`src/design/dpr_pkg.sv`:
```
// ----------------------------------------------------------------------------
// dpr_pkg
// Shared types and constants for the disparity-to-point reprojection unit.
// ----------------------------------------------------------------------------
`default_nettype none

package dpr_pkg;

  localparam int CFG_W = 27;
  localparam int IDX_W = 3;

  typedef enum logic [IDX_W-1:0] {
    REG_STRIDE    = 3'd0,
    REG_FOCAL_X   = 3'd1,
    REG_FOCAL_Y   = 3'd2,
    REG_CENTER_X  = 3'd3,
    REG_CENTER_Y  = 3'd4,
    REG_BASELINE  = 3'd5,
    REG_MAX_DEPTH = 3'd6
  } reg_idx_t;

  typedef struct packed {
    logic [11:0]        column;
    logic [11:0]        row;
    logic signed [15:0] disparity;
    logic [7:0]         red;
    logic [7:0]         green;
    logic [7:0]         blue;
  } pix_t;

  typedef struct packed {
    logic signed [31:0] point_x;
    logic signed [31:0] point_y;
    logic [26:0]        point_z;
    logic [23:0]        packed_color;
  } point_t;

endpackage

`default_nettype wire

```
`src/design/dpr_skid.sv`:
```
// ----------------------------------------------------------------------------
// dpr_skid
// Output register with a skid stage; stalls the pipeline only when full.
// ----------------------------------------------------------------------------
`default_nettype none

module dpr_skid import dpr_pkg::*; (
  input  wire logic   clk,
  input  wire logic   rst,
  input  wire logic   tail_vld,
  input  wire point_t tail,
  output logic        advance,
  output logic        point_valid,
  input  wire logic   point_ready,
  output point_t      point
);

  logic   skid_vld;
  point_t skid;
  logic   take;

  assign advance = !skid_vld;
  assign take    = advance && tail_vld;

  always_ff @(posedge clk) begin
    if (rst) begin
      point_valid <= 1'b0;
      skid_vld    <= 1'b0;
    end else if (point_ready || !point_valid) begin
      if (skid_vld) begin
        point_valid <= 1'b1;
        skid_vld    <= 1'b0;
      end else begin
        point_valid <= take;
      end
    end else if (take) begin
      skid_vld <= 1'b1;
    end
  end

  always_ff @(posedge clk) begin
    if (point_ready || !point_valid) begin
      point <= skid_vld ? skid : tail;
    end else if (take) begin
      skid <= tail;
    end
  end

endmodule

`default_nettype wire

```
`config.mk`:
```
export PLATFORM = sky130hd
export DESIGN_NAME = dpr_skid
export DESIGN_NICKNAME = d
export VERILOG_FILES = /design/src/design/dpr_pkg.sv /design/src/design/dpr_skid.sv
export SDC_FILE = /design/constraint.sdc
export NUM_CORES = 1
export LEC_CHECK = 0
export BUFFER_PORTS_ARGS = -buffer_cell sky130_fd_sc_hd__buf_2
export CAP_MARGIN = 20
export CORE_UTILIZATION = 45
export CTS_CLUSTER_SIZE = 12
export DETAILED_ROUTE_END_ITERATION = 6
export PLACE_DENSITY_LB_ADDON = 0.12
export SYNTH_ARGS = -nofsm -noshare
export SYNTH_HDL_FRONTEND = slang
export SYNTH_SLANG_ARGS = --single-unit
```
`constraint.sdc`:
```
create_clock -name clk -period 29.1 [get_ports clk]
set_clock_uncertainty 0.2 [all_clocks]
set_input_delay 4.365 -clock clk [delete_from_list [all_inputs] [get_ports clk]]
set_output_delay 4.365 -clock clk [all_outputs]
set_load 0.005 [all_outputs]
```
==> flow_summary.yaml <==
worst_setup_path:
  critical_path.max_stage_delay_ps: 780
  startpoint: "point_ready"
  cp_num_buf_inv: 3
  rrSetupSlack_ps: 25940
  r2r_cells: 4
  worstPathRequired_ps: 29020
  path_cells: "buf_2 -> nand2b_4 -> nor3b_2 -> buf_4 -> buf_4"
  r2r_end: "skid[60]"
  cp_num_cells: 5
  arrival_ps: 6740
  r2r_start: "point_valid"
  critPathTopFamily: "buffers and inverters"
  worstSetupPathType: "input pin to flip-flop"
  end_kind: "flip-flop"
  critPathSlowestCell: "buf_4"
  setup.worst_path.start_class: "input pin"
  crit_top_cell: "buf_4"
  critPathMaxFanout: 61
run_status:
  failed_checks: "DRC"
  status: "finished, violations left"
power_and_ir_drop:
  ir_worst_vdd_mv: 0.0484
  powerDensity_nw_per_um2: 67.6
  clkPwrFrac: 0.393
  combPwrFrac: 0.060
  internal-power_w: 0.000574
  p_sw_frac: 0.197
  leakagePower_nw: 4.03
  p_sw_w: 0.000140
  seqPwrFrac: 0.547
clock_network:
  post-cts-setup-buffer-count: 0
  clock-sinks: 232
  post_cts_resized: 0
  cts_buffers: 25
  cts.clk_slew.worst_paths_ps: 60
  cts-root-buf: "clkbuf_16"
  holdBufCountCts: 0
  cts_tree: "yes"
  h-tree-depth: 1
  clk_latency_ps: 500
  clockBufferDepth: 3
global_route:
  grt_max_degree: 63
  grt_pass1_vias: 4562
  gr-usage-all-layers: 0.165
  grt_pass1_wl_um: 24800
  grt_overflow_total: 0
  grt_antenna_before_repair: 1
routing:
  drc: 15
  num_vias: 4323
  first_pass_iters: 7
  vias_per_cell: 4.99
  postRouteAntennaNets: 0
  wl_per_cell_um: 18.4
  wl_um: 16000
  drt-initial-drc-count: 224
yosys:
  synth_area_um2: 8430
  synth_top_area_frac: 0.820
  yosysSeqAreaShare: 0.824
  synth.net_count: 485
  synth_cell_types: 12
  synthTopCellsByArea: "edfxtp_1 82%, mux2_2 13%, mux2_4 3.0%"
  netlist_instances: 366
  synth_area_per_cell_um2: 23.0
  synth_warnings: 0
  yosysTopAreaCell: "edfxtp_1"
  synth_seq_cells: 232
placement:
  dp.cells: 822
  place_congestion: 0.719
  dpl.hpwl_um: 10100
  dpl_cell_area_um2: 9850
  port_buffers: 235
sta:
  finalSetupViolations: 0
  min_period_ps: 6830
  slew_violations: 0
  hold_slack_ps: 343
  rsz0062_at_grt: "false"
  worst_pin_slew_ps: 894
  max_freq_mhz: 147
  finalSetupTns_ps: 0
  hold_viol: 0
  slew_headroom: 0.404
  finalCritPeriodShare: 0.235
die:
  rows: 49
  core_area_um2: 18100
  io_pins: 236
  initial_core_util: 0.464
  die_h_um: 139
  die_area_um2: 19300
  dieWidth_um: 139
worst_hold_path:
  worstHoldPathCells: 1
  holdPathEnd: "point[112]"
  hold_class: "flip-flop to flip-flop"
  hp-start: "skid[112]"
finish:
  fin_cells: 866
  final_util: 0.583
  layout_common_cells: "235 x buf_2, 230 x edfxtp_1, 98 x mux2_2, 25 x clkbuf_16, 17 x mux2_4"
  final_common_cell: "buf_2"
  drive_above_1_share: 0.605
  area_delta_synth_final_pct: 25.5
  final_nets: 739
  final_area_um2: 10600
flow_run:
  max_cap_viol_count: 0
==> routing by layer <==
metal  part of all wire  vias to the layer above  GRT usage
li1                   -                     1980          -
met1               0.39                     2133      0.208
met2               0.47                      181      0.264
met3               0.11                       29     0.0632
met4              0.028                        0     0.0532
met5                  0                        -          0
==> worst max-delay path by stage <==
stage / to
after floorplan: skid[0]
after global placement: skid[65]
after detailed placement: skid[72]
after CTS: skid[66]
after global routing: skid[105]
final: skid[60]
==> cells by family (layout without fill, tap and decap cells) <==
| logic type | count (synthesis) | count (layout) | synth area share |
|---|---|---|---|
| other | 0 | 1 | 0 |
| buffers and inverters | 14 | 284 | 0.0111 |
| muxes | 115 | 115 | 0.161 |
| and+or+nand+nor | 4 | 4 | 0.00267 |
| DFF | 232 | 232 | 0.824 |
| AOI/OAI and AO/OA | 1 | 1 | 0.000593 |
==> sequential cells by signal (all words and copies together) (netlist names) <==
register	cells
point	115
skid	115
point_valid	1
skid_vld	1
==> per-stage QoR <==
step	total power (W)	setup WS, ps
after floorplan	0.000417	12330
after global placement	0.000440	21730
after detailed placement	0.000442	21700
after CTS	0.000725	22230
after global routing	0.000742	22060
final	0.000715	22270
==> power groups by stage <==
stage,combinational [W],clock (W),sequential [W]
after floorplan,0.0000151,0,0.000402
after global placement,0.0000426,0,0.000398
final,0.0000429,0.000281,0.000391
after CTS,0.0000439,0.000290,0.000391
after global routing,0.0000471,0.000302,0.000392
after detailed placement,0.0000438,0,0.000398
==> layout make-up <==
cell class,count,area [µm²]
well taps,229,287
inverters,1,3.75
flip-flops and latches,232,6950
fillers,1395,7570
repair buffers,240,1210
multi-input cells,120,1400
diodes,1,2.50
clock inverters,11,68.8
clock buffers,32,652
==> synth_stat cells (all sizes together) <==
master,instances
a21oi,1
nor2,1
mux2,115
nor3b,1
edfxtp,230
nand2b,1
buf,13
inv,1
nor3,1
dfxtp,2
Power figures use the tool's default switching activity.
