File: src/design/dpr_div.sv
// ----------------------------------------------------------------------------
// dpr_div
// Pipelined restoring divider: one quotient bit per stage, NW stages.
// ----------------------------------------------------------------------------
`default_nettype none

module dpr_div #(
  parameter int NW = 8,
  parameter int DW = 4,
  parameter int SW = 1
) (
  input  wire logic          clk,
  input  wire logic          rst,
  input  wire logic          en,
  input  wire logic          in_vld,
  input  wire logic [NW-1:0] num,
  input  wire logic [DW-1:0] den,
  input  wire logic [SW-1:0] side,
  output logic               out_vld,
  output logic [NW-1:0]      quo,
  output logic [DW-1:0]      rem,
  output logic [SW-1:0]      side_out
);

  logic          vld [NW];
  logic [NW-1:0] acc [NW];
  logic [DW-1:0] rm  [NW];
  logic [DW-1:0] dn  [NW];
  logic [SW-1:0] sd  [NW];

  for (genvar gi = 0; gi < NW; gi++) begin : g_stage
    logic          p_vld;
    logic [NW-1:0] p_acc;
    logic [DW-1:0] p_rm;
    logic [DW-1:0] p_dn;
    logic [SW-1:0] p_sd;
    logic [DW:0]   shf;
    logic          ge;

    if (gi == 0) begin : g_first
      assign p_vld = in_vld;
      assign p_acc = num;
      assign p_rm  = '0;
      assign p_dn  = den;
      assign p_sd  = side;
    end else begin : g_next
      assign p_vld = vld[gi-1];
      assign p_acc = acc[gi-1];
      assign p_rm  = rm[gi-1];
      assign p_dn  = dn[gi-1];
      assign p_sd  = sd[gi-1];
    end

    // Bring down the next numerator bit; the numerator shifts out at the top
    // while quotient bits shift in at the bottom of the same register.
    assign shf = {p_rm, p_acc[NW-1]};
    assign ge  = (shf >= {1'b0, p_dn});

    always_ff @(posedge clk) begin
      if (rst) begin
        vld[gi] <= 1'b0;
      end else if (en) begin
        vld[gi] <= p_vld;
      end
    end

    always_ff @(posedge clk) begin
      if (en) begin
        acc[gi] <= {p_acc[NW-2:0], ge};
        rm[gi]  <= ge ? DW'(shf - {1'b0, p_dn}) : shf[DW-1:0];
        dn[gi]  <= p_dn;
        sd[gi]  <= p_sd;
      end
    end
  end

  assign out_vld  = vld[NW-1];
  assign quo      = acc[NW-1];
  assign rem      = rm[NW-1];
  assign side_out = sd[NW-1];

endmodule

`default_nettype wire

File: config.mk
export PLATFORM = sky130hd
export DESIGN_NAME = dpr_div
export DESIGN_NICKNAME = d
export VERILOG_FILES = /design/src/design/dpr_div.sv
export SDC_FILE = /design/constraint.sdc
export NUM_CORES = 1
export LEC_CHECK = 0
export BUFFER_PORTS_ARGS = -buffer_cell sky130_fd_sc_hd__buf_2
export CAP_MARGIN = 0
export CORE_MARGIN = 10
export CORE_UTILIZATION = 65
export DETAILED_ROUTE_END_ITERATION = 12
export PLACE_DENSITY = 0.89
export SYNTH_ARGS = -nofsm -noshare
export SYNTH_HDL_FRONTEND = slang
export SYNTH_SLANG_ARGS = --single-unit
File: constraint.sdc
create_clock -name clk -period 3.09 [get_ports clk]
set_input_delay 0.309 -clock clk [delete_from_list [all_inputs] [get_ports clk]]
set_output_delay 0.309 -clock clk [all_outputs]
set_load 0.02 [all_outputs]
==> impl_metrics.env <==
export IMPL_syn2layout_area_growth_pct=15.40
export IMPL_hp_class="primary input to flip-flop"
export IMPL_cts_tree="done"
export IMPL_dr_total_vias=2976
export IMPL_met1Wirelength_mm=3.034
export IMPL_num_antenna_cells=0
export IMPL_grt_pass1_vias=3304
export IMPL_status="finished clean"
export IMPL_chipHeight_um=114.9
export IMPL_crit_required_ns=3.35
export IMPL_ir_worst_vdd_v=0.0007138
export IMPL_syn_area_per_cell_sq_um=15.92
export IMPL_postPlaceCellArea_sq_um=6115
export IMPL_post_route_min_period_ns=1.793
export IMPL_r2r_setup_slack_ns=1.30
export IMPL_routed_wirelength_mm=8.652
export IMPL_max_slew_margin=0.7075
export IMPL_antenna_found_initial=0
export IMPL_viasPerCell=5.471
export IMPL_crit_path_end_kind="flip-flop"
export IMPL_clk_latency_ns=0.52
export IMPL_tightest_slew_ns=0.4387
export IMPL_grt_setup_unrepaired="no"
export IMPL_seq_area_frac_synth=0.7175
export IMPL_h_tree_depth=4
export IMPL_final_nets=477
export IMPL_hold_violations=0
export IMPL_grt_overflow_total=0
export IMPL_cts_resized=0
export IMPL_num_io_pins=31
export IMPL_die_area_sq_um=13210
export IMPL_gp_congestion=0.8532
export IMPL_rr_worst_depth=5
export IMPL_syn_num_nets=422
export IMPL_first_pass_iters=5
export IMPL_r2r_start="rm[2][5]"
export IMPL_clock_skew_final_ns=0.01077
export IMPL_fin_area_sq_um=6761
export IMPL_grt_usage=0.1424
export IMPL_clockBufferDepth=2
export IMPL_synth_warnings=0
export IMPL_drtIter0Drc=126
export IMPL_drv_cap=0
export IMPL_drive_above_1_share=0.1904
export IMPL_route_detailed_drc=0
export IMPL_dr_wl_met2_mm=4.991
export IMPL_grt_pass1_wl_mm=14.64
export IMPL_cellLeakagePower_nw=2.654
export IMPL_setup_worst_path_class="flip-flop to flip-flop"
export IMPL_mappedNetlistArea_sq_um=5859
export IMPL_fin_tns_setup_ns=0
export IMPL_route_met3_wl_um=432
export IMPL_dp_hpwl_mm=5.687
export IMPL_yosysUniqueCellTypes=21
export IMPL_power_density_nw_per_um2=744.7
export IMPL_min_delay_start="in_vld"
export IMPL_whs_endpoint="vld[0][0]"
export IMPL_rows=34
export IMPL_cts_buffers_inserted=17
export IMPL_reg2reg_to="rm[3][2]"
export IMPL_design_core_area_sq_um=8763
export IMPL_maxSlewViolCount=0
export IMPL_io_buffers=30
export IMPL_clk_pin_slew_ns=0.06
export IMPL_start_kind="flip-flop"
export IMPL_hold_path_depth=2
export IMPL_antenna_left=0
export IMPL_ctsRootBufferMaster="clkbuf_8"
export IMPL_synthCells=368
export IMPL_grt_max_degree=79
export IMPL_clkSinkCount=140
export IMPL_post_route_period_util=0.5804
export IMPL_fmax_ghz=0.5576
export IMPL_critPathArrivalTime_ns=2.06
export IMPL_highest_layer="met4"
export IMPL_start_util=0.6686
export IMPL_setup_viol_count_final=0
export IMPL_crit_fanout=4
export IMPL_wl_per_cell_um=15.90
export IMPL_die_w_um=114.9
export IMPL_synth_seq_cells=140
power by group:
part	internal, mW	leakage, nW	switching (mW)
sequential	2.37	1.37	0.0831
clock	0.994	0.254	0.784
combinational	0.355	1.03	0.453
total	3.72	2.65	1.32
metal layers:
metal | GRT usage | vias to the layer above
li1 | - | 1430
met1 | 0.1310 | 1455
met2 | 0.2680 | 70
met3 | 0.05521 | 21
met4 | 0.06353 | 0
met5 | 0 | -
worst max path at each step:
stage / startpoint / to / slack (ns)
after floorplan: rm[2][5] / rm[3][2] / 1.46
after global placement: rm[2][5] / rm[3][2] / 1.36
after detailed placement: rm[2][5] / rm[3][2] / 1.30
after CTS: rm[2][5] / rm[3][2] / 1.28
after global routing: rm[2][5] / rm[3][2] / 1.22
final: rm[2][5] / rm[3][2] / 1.30
per-stage QoR:
| step | instances | utilization | total power, mW | hold WS, ns | setup slack, ns |
|---|---|---|---|---|---|
| 6_report | 544 | 0.7716 | 5.035 | 0.08171 | 1.297 |
| 5_1_grt | 544 | 0.7716 | 5.266 | 0.06278 | 1.216 |
| 4_1_cts | 544 | 0.7716 | 5.066 | 0.05672 | 1.281 |
| 3_5_place_dp | 500 | 0.6977 | 3.278 | 0.4045 | 1.295 |
| 3_3_place_gp | 500 | 0.6977 | 3.204 | 0.4002 | 1.363 |
| 2_1_floorplan | 368 | - | 3.069 | 0.4003 | 1.455 |
final cells by class:
cell class / instances / area [sq um]
Clock buffer: 17 / 414.1
Clock inverter: 15 / 112.6
Fill cell: 486 / 2002
Inverter: 46 / 172.7
Multi-Input combinational cell: 174 / 1423
Sequential cell: 140 / 4204
Tap cell: 108 / 135.1
Timing Repair Buffer: 44 / 300.3
cell usage after synthesis:
library cell | number | share of area
inv_1 | 46 | 0.029
nor2b_1 | 2 | 0.0021
mux2i_1 | 14 | 0.024
xnor2_1 | 7 | 0.010
nand2_1 | 8 | 0.0051
edfxtp_1 | 140 | 0.72
nand4_1 | 7 | 0.0075
ha_1 | 30 | 0.064
mux2_4 | 7 | 0.018
nor2_1 | 30 | 0.019
and2_1 | 9 | 0.0096
or2_2 | 1 | 0.0011
a21oi_1 | 8 | 0.0068
o21ai_1 | 8 | 0.0068
nand2b_1 | 7 | 0.0075
fa_1 | 7 | 0.024
buf_4 | 8 | 0.010
a21oi_2 | 7 | 0.010
nor2_4 | 7 | 0.013
o21ai_0 | 1 | 0.00085
nor3_1 | 14 | 0.012
worst max-delay path, stage by stage, from the launching register on:
cell      delay, ns
edfxtp_1       0.43
ha_1           0.39
o21ai_1        0.18
a21oi_2        0.07
nor2_4         0.16
mux2_4         0.31
timing repair:
action,in CTS,in global routing
endpoints found under the hold margin,12,0
setup buffers,0,0
hold buffers,12,0
sequential cells by signal, summed over array words and instances, names as in the netlist:
register	cells
acc	64
dn	28
rm	32
sd	8
vld	8
kinds of logic (layout without fill, tap and decap cells):
group	after synthesis	count (layout)	synth area share
simple gates	85	85	0.07752
flops	140	140	0.7175
buf+inv	54	122	0.03972
compound gates	24	24	0.02498
mux	21	21	0.04185
xor+xnor	7	7	0.01046
fa+ha+maj	37	37	0.08798
cell usage in the layout, fill, tap and decap left out, drive strengths merged:
cell	n
edfxtp	140
inv	51
nor2	37
buf	32
ha	30
clkbuf	17
a21oi	15
mux2i	14
nor3	14
dlygate4sd3	12
and2	9
o21ai	9
nand2	8
clkinv	8
nand4	7
nand2b	7
xnor2	7
mux2	7
fa	7
nor2b	2
clkinvlp	2
or2	1
(Power assumes the default switching activity.)
